===== src/hw/rtl/sdc_pkg.sv =====
`timescale 1ns / 1ps
package sdc_pkg;

	localparam int COORD_BITS_DEF = 20;
	localparam int COLOR_BITS     = 8;
	localparam int APB_DATA_W     = 32;
	localparam int APB_ADDR_W     = 3;

	// Register index as seen in paddr[2]; byte address 0 holds color_mode.
	localparam logic REG_COLOR_MODE = 1'b0;

	// A nonzero direction always has one component of at least floor(255 / sqrt(3)).
	localparam logic [COLOR_BITS-1:0] MIN_PEAK = 8'd147;

	typedef enum logic [1:0] {
		ST_IDLE,
		ST_ISSUE,
		ST_WAIT
	} top_state_t;

	typedef enum logic [2:0] {
		EN_IDLE,
		EN_SQUARE,
		EN_NORM,
		EN_INIT,
		EN_TRY,
		EN_HOLD
	} eng_state_t;

	typedef struct packed {
		logic start;
		logic line_done;
	} eng_ctl_t;

	typedef struct packed {
		logic [COLOR_BITS-1:0] red;
		logic [COLOR_BITS-1:0] green;
		logic [COLOR_BITS-1:0] blue;
		logic                  zero_length;
		logic                  line_done;
	} color_res_t;

endpackage


===== src/hw/rtl/sdc_color_unit.sv =====
`timescale 1ns / 1ps
module sdc_color_unit #(
	parameter int COORD_BITS = sdc_pkg::COORD_BITS_DEF
) (
	input  logic                   clk,
	input  logic                   arst_n,
	input  sdc_pkg::eng_ctl_t      ctl,
	input  logic [COORD_BITS-1:0]  dx,
	input  logic [COORD_BITS-1:0]  dy,
	input  logic [COORD_BITS-1:0]  dz,
	output logic                   res_valid,
	input  logic                   res_ready,
	output sdc_pkg::color_res_t    res
);
	import sdc_pkg::*;

	localparam int SQ_W   = 2 * COORD_BITS;
	localparam int NORM_W = SQ_W + 2;
	localparam int W      = SQ_W + 18;
	localparam int CNT_W  = $clog2(COORD_BITS);

	eng_state_t state_q, state_d;

	logic [COORD_BITS-1:0] d_q [3];
	logic [SQ_W-1:0]       sq_q [3];
	logic [CNT_W-1:0]      cnt_q;
	logic [1:0]            comp_q;
	logic [2:0]            bit_q;
	logic [NORM_W-1:0]     norm_q;
	logic [W-1:0]          target_q;
	logic [W-1:0]          p_q;
	logic [W-1:0]          qs_q;
	logic [W-1:0]          ns_q;
	logic [COLOR_BITS-1:0] c_q;
	logic [3*COLOR_BITS-1:0] col_q;
	logic                  zero_q;
	logic                  done_q;

	logic [W-1:0]          cand;
	logic                  fits;
	logic [SQ_W-1:0]       sq_sel;
	logic [W-1:0]          sq_ext;

	assign cand   = p_q + qs_q + ns_q;
	assign fits   = (cand <= target_q);
	assign sq_sel = (comp_q == 2'd0) ? sq_q[0] : ((comp_q == 2'd1) ? sq_q[1] : sq_q[2]);
	assign sq_ext = W'(sq_sel);

	always_comb begin
		state_d = state_q;
		case (state_q)
			EN_IDLE: begin
				if (ctl.start) begin
					state_d = EN_SQUARE;
				end
			end
			EN_SQUARE: begin
				if (cnt_q == '0) begin
					state_d = EN_NORM;
				end
			end
			EN_NORM: state_d = EN_INIT;
			EN_INIT: state_d = EN_TRY;
			EN_TRY: begin
				if (bit_q == 3'd0) begin
					state_d = (comp_q == 2'd2) ? EN_HOLD : EN_INIT;
				end
			end
			EN_HOLD: begin
				if (res_ready) begin
					state_d = EN_IDLE;
				end
			end
			default: state_d = EN_IDLE;
		endcase
	end

	always_comb begin
		res_valid       = (state_q == EN_HOLD);
		res.red         = zero_q ? '0 : col_q[3*COLOR_BITS-1:2*COLOR_BITS];
		res.green       = zero_q ? '0 : col_q[2*COLOR_BITS-1:COLOR_BITS];
		res.blue        = zero_q ? '0 : col_q[COLOR_BITS-1:0];
		res.zero_length = zero_q;
		res.line_done   = done_q;
	end

	always_ff @(posedge clk or negedge arst_n) begin
		if (!arst_n) begin
			state_q <= EN_IDLE;
			cnt_q   <= '0;
			comp_q  <= '0;
			bit_q   <= '0;
		end else begin
			state_q <= state_d;
			case (state_q)
				EN_IDLE: cnt_q <= CNT_W'(COORD_BITS - 1);
				EN_SQUARE: cnt_q <= cnt_q - 1'b1;
				EN_NORM: comp_q <= 2'd0;
				EN_INIT: bit_q <= 3'd7;
				EN_TRY: begin
					bit_q <= bit_q - 1'b1;
					if (bit_q == 3'd0) begin
						comp_q <= comp_q + 1'b1;
					end
				end
				default: ;
			endcase
		end
	end

	// One multiplier bit per cycle for the squares, one color bit per cycle for the search.
	always_ff @(posedge clk) begin
		case (state_q)
			EN_IDLE: begin
				if (ctl.start) begin
					d_q[0]  <= dx;
					d_q[1]  <= dy;
					d_q[2]  <= dz;
					sq_q[0] <= '0;
					sq_q[1] <= '0;
					sq_q[2] <= '0;
					zero_q  <= (dx == '0) && (dy == '0) && (dz == '0);
					done_q  <= ctl.line_done;
				end
			end
			EN_SQUARE: begin
				for (int i = 0; i < 3; i++) begin
					sq_q[i] <= {sq_q[i][SQ_W-2:0], 1'b0}
						+ (d_q[i][cnt_q] ? SQ_W'(d_q[i]) : SQ_W'(0));
				end
			end
			EN_NORM: begin
				norm_q <= NORM_W'(sq_q[0]) + NORM_W'(sq_q[1]) + NORM_W'(sq_q[2]);
			end
			EN_INIT: begin
				target_q <= (sq_ext << 16) - (sq_ext << 9) + sq_ext;
				p_q      <= '0;
				qs_q     <= '0;
				ns_q     <= W'(norm_q) << 14;
				c_q      <= '0;
			end
			EN_TRY: begin
				if (fits) begin
					p_q  <= cand;
					qs_q <= (qs_q >> 1) + ns_q;
				end else begin
					qs_q <= qs_q >> 1;
				end
				ns_q <= ns_q >> 2;
				c_q  <= {c_q[COLOR_BITS-2:0], fits};
				if (bit_q == 3'd0) begin
					col_q <= {col_q[2*COLOR_BITS-1:0], c_q[COLOR_BITS-2:0], fits};
				end
			end
			default: ;
		endcase
	end

endmodule


===== src/hw/rtl/streamline_direction_colorer_core.sv =====
`timescale 1ns / 1ps
// Streamline direction colorer.
// Points enter on the s_ channel, one transfer per point, with s_tlast on the
// last point of a line. Colors leave on the m_ channel: tdata holds red, green
// and blue, tuser flags a zero-length direction and tlast marks the last color
// of a line. The APB port holds color_mode at address 0 (0 = local direction,
// 1 = one color per line from its endpoints).
// A point yields zero, one or two colors. Each color is computed in steps: an
// issue step, a shift-add squaring of the three components over the coordinate
// bits, a norm step, per color component a setup step and eight search steps
// against the squared norm, and a handoff step.
// s_tready is high while no color is being computed. A finished color sits in
// the output register, so the next point is taken while it waits; if the
// receiver stalls longer, the color unit holds its next color until the output
// register frees. Reset clears the line history, the output valid flag and
// color_mode.
module streamline_direction_colorer_core #(
	parameter  int COORD_BITS = sdc_pkg::COORD_BITS_DEF,
	localparam int IN_W       = ((3 * COORD_BITS + 7) / 8) * 8
) (
	input  logic                            clk,
	input  logic                            arst_n,
	input  logic                            s_tvalid,
	output logic                            s_tready,
	input  logic [IN_W-1:0]                 s_tdata,   // point_x, point_y, point_z, zero fill
	input  logic                            s_tlast,   // end_of_line
	output logic                            m_tvalid,
	input  logic                            m_tready,
	output logic [3*sdc_pkg::COLOR_BITS-1:0] m_tdata,  // red, green, blue
	output logic                            m_tuser,   // zero_length
	output logic                            m_tlast,   // line_done
	input  logic                            psel,
	input  logic                            penable,
	input  logic                            pwrite,
	input  logic [sdc_pkg::APB_ADDR_W-1:0]  paddr,
	input  logic [sdc_pkg::APB_DATA_W-1:0]  pwdata,
	output logic [sdc_pkg::APB_DATA_W-1:0]  prdata,
	output logic                            pready
);
	import sdc_pkg::*;

	top_state_t state_q, state_d;

	logic                  mode_q;
	logic [1:0]            seen_q;
	logic [COORD_BITS-1:0] older_q [3];
	logic [COORD_BITS-1:0] newer_q [3];
	logic [COORD_BITS-1:0] first_q [3];
	logic [COORD_BITS-1:0] ja_q [3];
	logic [COORD_BITS-1:0] jb_q [3];
	logic                  has_b_q;
	logic                  sel_q;

	logic                  s_fire;
	logic                  has_a;
	logic [COORD_BITS-1:0] pt [3];
	logic [COORD_BITS-1:0] ba [3];
	logic [COORD_BITS-1:0] bb [3];
	logic [COORD_BITS:0]   diff_a [3];
	logic [COORD_BITS:0]   diff_b [3];
	logic [COORD_BITS:0]   mag_a [3];
	logic [COORD_BITS:0]   mag_b [3];

	eng_ctl_t              eng_ctl;
	logic                  eng_valid;
	logic                  eng_ready;
	logic                  eng_done;
	color_res_t            eng_res;
	color_res_t            out_q;
	logic                  m_tvalid_q;

	assign pready = 1'b1;
	assign prdata = (paddr[2] == REG_COLOR_MODE) ? APB_DATA_W'(mode_q) : '0;

	assign s_fire = s_tvalid && s_tready;
	assign has_a  = !mode_q && (seen_q != 2'd0);

	for (genvar i = 0; i < 3; i++) begin : g_diff
		assign pt[i] = s_tdata[i*COORD_BITS +: COORD_BITS];
		assign ba[i] = (seen_q == 2'd1) ? newer_q[i] : older_q[i];
		assign bb[i] = (seen_q == 2'd0) ? pt[i] : (mode_q ? first_q[i] : newer_q[i]);
		assign diff_a[i] = {pt[i][COORD_BITS-1], pt[i]} - {ba[i][COORD_BITS-1], ba[i]};
		assign diff_b[i] = {pt[i][COORD_BITS-1], pt[i]} - {bb[i][COORD_BITS-1], bb[i]};
		assign mag_a[i] = diff_a[i][COORD_BITS] ? (~diff_a[i] + (COORD_BITS+1)'(1)) : diff_a[i];
		assign mag_b[i] = diff_b[i][COORD_BITS] ? (~diff_b[i] + (COORD_BITS+1)'(1)) : diff_b[i];
	end

	always_comb begin
		state_d = state_q;
		case (state_q)
			ST_IDLE: begin
				if (s_fire && (has_a || s_tlast)) begin
					state_d = ST_ISSUE;
				end
			end
			ST_ISSUE: state_d = ST_WAIT;
			ST_WAIT: begin
				if (eng_done) begin
					state_d = (!sel_q && has_b_q) ? ST_ISSUE : ST_IDLE;
				end
			end
			default: state_d = ST_IDLE;
		endcase
	end

	always_comb begin
		s_tready          = (state_q == ST_IDLE);
		eng_ctl.start     = (state_q == ST_ISSUE);
		eng_ctl.line_done = sel_q;
	end

	assign eng_ready = !m_tvalid_q || m_tready;
	assign eng_done  = eng_valid && eng_ready;

	sdc_color_unit #(
		.COORD_BITS (COORD_BITS)
	) u_color (
		.clk       (clk),
		.arst_n    (arst_n),
		.ctl       (eng_ctl),
		.dx        (sel_q ? jb_q[0] : ja_q[0]),
		.dy        (sel_q ? jb_q[1] : ja_q[1]),
		.dz        (sel_q ? jb_q[2] : ja_q[2]),
		.res_valid (eng_valid),
		.res_ready (eng_ready),
		.res       (eng_res)
	);

	always_ff @(posedge clk or negedge arst_n) begin
		if (!arst_n) begin
			state_q    <= ST_IDLE;
			mode_q     <= 1'b0;
			seen_q     <= 2'd0;
			has_b_q    <= 1'b0;
			sel_q      <= 1'b0;
			m_tvalid_q <= 1'b0;
			for (int i = 0; i < 3; i++) begin
				older_q[i] <= '0;
				newer_q[i] <= '0;
				first_q[i] <= '0;
			end
		end else begin
			state_q <= state_d;
			if (psel && penable && pwrite && pready && (paddr[2] == REG_COLOR_MODE)) begin
				mode_q <= pwdata[0];
			end
			if (s_fire) begin
				has_b_q <= s_tlast;
				sel_q   <= !has_a;
				if (seen_q == 2'd0) begin
					for (int i = 0; i < 3; i++) begin
						first_q[i] <= pt[i];
					end
				end
				if (s_tlast) begin
					seen_q <= 2'd0;
				end else begin
					for (int i = 0; i < 3; i++) begin
						older_q[i] <= newer_q[i];
						newer_q[i] <= pt[i];
					end
					if (seen_q != 2'd2) begin
						seen_q <= seen_q + 1'b1;
					end
				end
			end else if ((state_q == ST_WAIT) && eng_done) begin
				sel_q <= 1'b1;
			end
			if (eng_done) begin
				m_tvalid_q <= 1'b1;
			end else if (m_tready) begin
				m_tvalid_q <= 1'b0;
			end
		end
	end

	always_ff @(posedge clk) begin
		if (s_fire) begin
			for (int i = 0; i < 3; i++) begin
				ja_q[i] <= mag_a[i][COORD_BITS-1:0];
				jb_q[i] <= mag_b[i][COORD_BITS-1:0];
			end
		end
		if (eng_done) begin
			out_q <= eng_res;
		end
	end

	assign m_tvalid = m_tvalid_q;
	assign m_tdata  = {out_q.blue, out_q.green, out_q.red};
	assign m_tuser  = out_q.zero_length;
	assign m_tlast  = out_q.line_done;

endmodule


===== config.mk =====
export PLATFORM = sky130hd
export DESIGN_NAME = streamline_direction_colorer_core
export DESIGN_NICKNAME = d
export VERILOG_FILES = /design/src/hw/rtl/sdc_pkg.sv /design/src/hw/rtl/sdc_color_unit.sv /design/src/hw/rtl/streamline_direction_colorer_core.sv
export SDC_FILE = /design/constraint.sdc
export NUM_CORES = 2
export LEC_CHECK = 0
export BUFFER_PORTS_ARGS = -buffer_cell sky130_fd_sc_hd__buf_2
export CAP_MARGIN = 30
export CORE_MARGIN = 8
export CORE_UTILIZATION = 25
export CTS_CLUSTER_DIAMETER = 100
export DETAILED_ROUTE_END_ITERATION = 10
export GPL_TIMING_DRIVEN = 0
export SETUP_SLACK_MARGIN = 0.5
export SLEW_MARGIN = 25
export SYNTH_ARGS = -nofsm -noshare
export SYNTH_HDL_FRONTEND = slang
export SYNTH_HIERARCHICAL = 1
export SYNTH_SLANG_ARGS = --single-unit

===== constraint.sdc =====
create_clock -name clk -period 9 [get_ports clk]
set_input_delay 1.8 -clock clk [delete_from_list [all_inputs] [get_ports clk]]
set_output_delay 1.8 -clock clk [all_outputs]
set_load 0.01 [all_outputs]

## Yosys cells after proc, flatten, opt, wreduce, memory -nomap -nowiden

Memory sizes are Yosys's and may differ from the RTL's.
Cells that the tools add are included.

| word-level totals | value |
|---|---|
| flip-flop bits (word level) | 534 |
| bits in writable memories | 300 |
| input bits | 107 |
| output and inout port bits | 61 |
| word-level logic and storage cells | 202 |
| memories | 4 |

Memory list:

| memory | words | width | read ports | clocked after memory_dff | write ports | RTL line | source |
|---|---|---|---|---|---|---|---|
| u_color.sq_q | 3 | 40 | 3 | 0 | 3 | sdc_color_unit.sv:25 | `logic [SQ_W-1:0] sq_q [3];` |
| ja_q | 3 | 20 | 3 | 0 | 3 | streamline_direction_colorer_core.sv:49 | `logic [COORD_BITS-1:0] ja_q [3];` |
| jb_q | 3 | 20 | 3 | 0 | 3 | streamline_direction_colorer_core.sv:50 | `logic [COORD_BITS-1:0] jb_q [3];` |
| u_color.d_q | 3 | 20 | 3 | 0 | 3 | sdc_color_unit.sv:24 | `logic [COORD_BITS-1:0] d_q [3];` |

| operators by class | value |
|---|---|
| add/subtract/negate cells | 26 |
| order comparisons | 2 |
| equality and inequality tests | 18 |
| mux-type cells | 66 |
| bitwise gates (word level) | 11 |
| reductions and logical operators | 42 |

Operators by type and width:

| operator | number |
|---|---|
| 20-bit two-way mux | 21 |
| 58-bit case mux with 2 select lines | 3 |
| 40-bit two-way mux | 5 |
| 20-bit by 20-bit subtractor with 21-bit output | 6 |
| 20-bit by 1-bit adder with 20-bit output (second input constant) | 6 |
| 40-bit adder | 3 |
| 20-bit NOT | 6 |
| 58-bit adder | 2 |
| 58-bit two-way mux | 2 |
| 20-bit logical NOT | 3 |
| 57-bit by 58-bit adder with 58-bit output | 1 |
| 58-bit by 40-bit adder with 58-bit output | 1 |
| 58-bit less-or-equal comparator | 1 |
| 56-bit by 49-bit subtractor with 57-bit output | 1 |
| 42-bit by 40-bit adder with 42-bit output | 1 |
| 40-bit by 40-bit adder with 41-bit output | 1 |
| 3-bit case mux with 6 select lines | 1 |
| 1-bit two-way mux | 16 |
| 2-bit AND reduction | 8 |
| 1-bit binary-select mux with 5-bit select | 3 |
| 3-bit two-way mux | 5 |
| 7-bit case mux with 2 select lines | 1 |
| 2-bit nonzero test | 7 |
| 1-bit logical AND | 11 |
| 24 further kinds | 50 |

## Logic depth before layout (Yosys ltp)

| depth | value |
|---|---|
| depth in word-level cells | 6 |
| depth in mapped cells | 34 |
| mapped depth without buffers | 28 |

## By module

The synthesis kept the hierarchy.

By module, submodules not included:

| module | times used | cells an instance | area an instance (sq um) | seq. area each (sq um) |
|---|---|---|---|---|
| sdc_color_unit | 1 | 3,985 | 38,946.1 | 14,889.3 |
| streamline_direction_colorer_core | 1 | 2,224 | 23,127.2 | 9,088.7 |

## Worst setup path after synthesis

Ideal clock, no wire load.

| timing | value |
|---|---|
| path kind | reg2reg |
| start | reg u_color.state_q[1] |
| end | mem u_color/sq_q[0][0] (netlist name), enable pin |
| setup time | 639 ps |
| arrival | 6,647 ps |
| required time | 8,361 ps |
| path slack | 1,714 ps |
| cell stages (with the launch flop) | 4 |
| buffers on the path | 1 |
| period minus slack after synthesis | 7,286 ps |
| path through | dfrtp_1 -> or2_2 -> clkbuf_1 -> a21oi_1 |

RTL lines:

| what | RTL line | source |
|---|---|---|
| start, declared | sdc_color_unit.sv:22 | `eng_state_t state_q, state_d;` |
| start signal, assigned | sdc_color_unit.sv:94 | `state_q <= state_d;` |
| end, declared | sdc_color_unit.sv:25 |  |

## Final worst setup path

| timing | value |
|---|---|
| start | reg u_color.ns_q[16] |
| end | reg u_color.qs_q[41] (data pin) |

| on the way | value |
|---|---|
| cells in the longest elaborated chain, start to end | 4 |
| elaborated cells between the ends (all ways) | 5 |
| classes of those cells | 2 x add/sub; 1 x order compare; 2 x mux |

RTL lines:

| what | RTL line | source |
|---|---|---|
| start, declared | sdc_color_unit.sv:33 | `logic [W-1:0] ns_q;` |
| start signal, assigned | sdc_color_unit.sv:139 | `ns_q <= W'(norm_q) << 14;` |
| start signal, assigned | sdc_color_unit.sv:149 | `ns_q <= ns_q >> 2;` |
| 58-bit adder | sdc_color_unit.sv:44 | `assign cand = p_q + qs_q + ns_q;` |
| via u_color.cand[53] | sdc_color_unit.sv:39 | `logic [W-1:0] cand;` |
| 58-bit less-or-equal comparator | sdc_color_unit.sv:45 | `assign fits = (cand <= target_q);` |
| via u_color.fits | sdc_color_unit.sv:40 | `logic fits;` |
| 58-bit two-way mux | sdc_color_unit.sv:143 | `if (fits) begin` |
| 58-bit case mux with 2 select lines | sdc_color_unit.sv:113 | `case (state_q)` |
| end signal, assigned | sdc_color_unit.sv:145 | `qs_q <= (qs_q >> 1) + ns_q;` |
| end signal, assigned | sdc_color_unit.sv:147 | `qs_q <= qs_q >> 1;` |
| end, declared | sdc_color_unit.sv:32 | `logic [W-1:0] qs_q;` |

The timed path passes the listed nets, and every way through them passes these cells.
A chain may end at the register's enable or synchronous reset.

==> results_dict.tcl <==
set metrics [dict create \
    core_mm2 0.248 \
    fin_ws_ns 0.903 \
    postCtsHoldBufs 0 \
    drive_gt1_share_pct 10.7 \
    seq_area_frac_synth_pct 38.6 \
    ios 168 \
    clk_latency_ns 0.73 \
    syn_avg_cell_area_um2 10.0 \
    avgRoutedWirePerCell_um 17.6 \
    cts_tree "yes" \
    net-switching-power_mw 2.09 \
    fin_cells 9879 \
    wl_met3_mm 8.43 \
    dpl.cell_count 9701 \
    fmax_ghz 0.124 \
    detail-route-antenna-nets 0 \
    final_cell_mix "edfxtp_1 (631), nor2_1 (523), a21oi_1 (486), ha_1 (468), nand2_1 (441)" \
    cts_max_level 3 \
    place_hpwl_mm 140 \
    path_class "reg -> reg" \
    min_period_ns 8.10 \
    place_ws_ns -0.0704 \
    async_reset_ff_share_pct 24.2 \
    antenna_found_initial 3 \
    viasPerCell 4.82 \
    track_usage_pct 12.6 \
    grt_pass1_wl_mm 270 \
    ir_worst_vdd_mv 0.148 \
    max_slew.worst_pin.slew_ns 1.09 \
    whs_ns 0.433 \
    vias 47600 \
    slew_viol_final 0 \
    p_comb_share_pct 7.6 \
    min_period_over_period_pct 90.0 \
    status "finished, final reports clean" \
    required_ns 9.47 \
    startpoint_type "flip-flop" \
    dr.pass1.iters 6 \
    row_count 183 \
    grt_max_degree 96 \
    layout.nets 7154 \
    port_buffers 98 \
    finalPower_mw 8.70 \
    drt_iter0_drc 3531 \
    met1_length_mm 82.8 \
    ys_ff_latch 832 \
    start_util_pct 25.1 \
    dieArea_mm2 0.264 \
    synthFlopType "edfxtp_1" \
    yosysTopAreaCell "edfxtp_1" \
    crit_start "u_color/ns_q[16]" \
    clkPwrFrac_pct 45.0 \
    drv_cap 0 \
    hold_viol_final 0 \
    worst-path-max-fanout 10 \
    wl_mm 174 \
    syn_area_mm2 0.0621 \
    power_leakage_nw 26.4 \
    dr_wl_met2_mm 77.7 \
    clock-sinks 832 \
    swShare_pct 24.0 \
    synth_edf_count 631 \
    maxSlewHeadroom_pct 26.8 \
    rrSetupSlack_ns 0.90 \
    yosysWarnings 6 \
    endpoint "u_color/qs_q[41]" \
    cts_resized 16 \
    synthToLayoutAreaGrowth_pct 13.8 \
    grt_pass1_vias 47100 \
    numCtsBuffers 92 \
    die_width_um 514 \
    drc_errors 0 \
    cp_data_arrival_time_ns 8.57 \
    final_common_cell "edfxtp_1" \
    ctsRootBufferMaster "clkbuf_16" \
    fin_area_mm2 0.0707 \
    r2r-end "u_color/qs_q[41]" \
    rsz0062_at_grt "no" \
    setup-tns-final_ns 0 \
    end_kind "flip-flop" \
    die_h_um 514 \
    gp_congestion 0.891 \
    yosysUniqueCellTypes 115 \
    final_util_pct 28.5 \
    final-setup-viol-count 0 \
    p_seq_share_pct 47.3 \
    placed_cell_area_mm2 0.0674 \
    synth_top_area_share_pct 30.5 \
    final.setup_skew_ns 0.0429 \
    crit-reg2reg-launch "u_color/ns_q[16]" \
    min_path_type "reg -> reg" \
    post-cts-setup-buffer-count 0 \
    grt_overflow 0 \
    powerDensity_mw_per_mm2 123 \
    power.internal_mw 6.61 \
    rr_worst_depth 25 \
    syn-instance-count 6209 \
    path_clk_slew_ns 0.06 \
    clockBufferDepth 3 \
    synthTopCellsByArea "edfxtp_1 (31%), ha_1 (9.4%), dfrtp_1 (8.1%)" \
    top_layer "met5" \
]
-- synth_stat cells (all sizes together) (14+ instances only) --
cell,instances
nor2b,152
nand3,116
o21a,58
edfxtp,631
nor2,528
nor3,98
mux2,252
a21oi,491
o211ai,38
o2111ai,14
or4,14
mux2i,180
and3,64
a21o,221
nand2,443
dfrtp,201
nand2b,79
nand4,60
clkbuf,189
fa,109
inv,261
o21bai,51
buf,69
ha,468
a211o,15
a31o,17
nor3b,19
a211oi,52
o21ai,309
or2,22
nor4,43
xor2,175
a21boi,20
mux4,18
o31ai,22
or3,42
a31oi,55
and2,113
xnor2,298
-- critical path: stages (launching register included) --
cell and delay [ns]:
edfxtp_1 0.48, fa_1 0.47, ha_1 0.28, clkbuf_1 0.29
nand2_1 0.11, nor3_1 0.42, nand2_1 0.18, nor4_2 0.43
o211ai_1 0.27, a2111oi_1 0.51, o31ai_1 0.20, o21a_1 0.27
o21ai_1 0.25, a21oi_1 0.13, xnor2_1 0.29, ha_1 0.31
and4_1 0.19, a21oi_1 0.15, nand2_1 0.07, a221o_1 0.46
nor3_1 0.37, nor2_1 0.22, inv_2 0.29, clkdlybuf4s15_1 0.76
o21ai_0 0.25, o211a_1 0.19
-- kinds of logic (layout without fill, tap and decap cells) --
family | count (synthesis) | in the layout | share of synthesized area [%]
buffers and inverters | 519 | 828 | 3.41
and+or+nand+nor | 1847 | 1847 | 14.7
adders and majority gates | 577 | 577 | 12.9
DFF | 832 | 832 | 38.6
muxes | 450 | 450 | 8.13
xor gates and xnor gates | 473 | 473 | 6.69
AOI/OAI and AO/OA | 1509 | 1509 | 15.5
other | 2 | 33 | 0.0121
-- layer usage --
layer  vias up  GRT usage (%)
li1      23100              -
met1     23000           17.6
met2      1262           20.4
met3       261           1.57
met4         2           3.85
met5         -              0
-- worst min path at each step --
stage	start	endpoint	cells past startpoint
finish	u_color/c_q[6]	u_color/col_q[7]	0
detailed placement	u_color/c_q[6]	u_color/col_q[7]	0
floorplan	u_color/c_q[6]	u_color/col_q[7]	0
global route	u_color/c_q[6]	u_color/col_q[7]	0
CTS	u_color/col_q[2]	u_color/col_q[10]	0
global placement	u_color/c_q[6]	u_color/col_q[7]	0
-- sequential cells by signal, indices dropped and copies added, names as in the netlist, 5 cells and up --
signal,flops
u_color/target_q,58
newer_q,60
u_color/p_q,58
jb_q,60
older_q,60
u_color/sq_q,120
m_tdata,24
u_color/norm_q,42
u_color/c_q,7
u_color/d_q,60
u_color/ns_q,56
first_q,60
u_color/cnt_q,5
ja_q,60
u_color/qs_q,58
u_color/col_q,24
-- final cells by class --
class	count	area, um^2
inverters	261	987
repair buffers	137	1080
multi-input cells	4888	36200
flip-flops and latches	832	24000
clock inverters	59	648
plain buffers	258	1170
fillers	25900	177000
clock buffers	113	2450
well taps	3330	4170
diodes	1	2.50
-- power by group through the flow --
| stage | combinational (mW) | sequential (mW) | clock, mW |
|---|---|---|---|
| after floorplan | 0.455 | 4.20 | 0 |
| after global placement | 0.642 | 4.20 | 0 |
| after detailed placement | 0.656 | 4.20 | 0 |
| after CTS | 0.659 | 4.12 | 4.03 |
| after global routing | 0.727 | 4.12 | 4.17 |
| final | 0.665 | 4.12 | 3.92 |
Note: power is estimated with default switching activity, not from simulation.
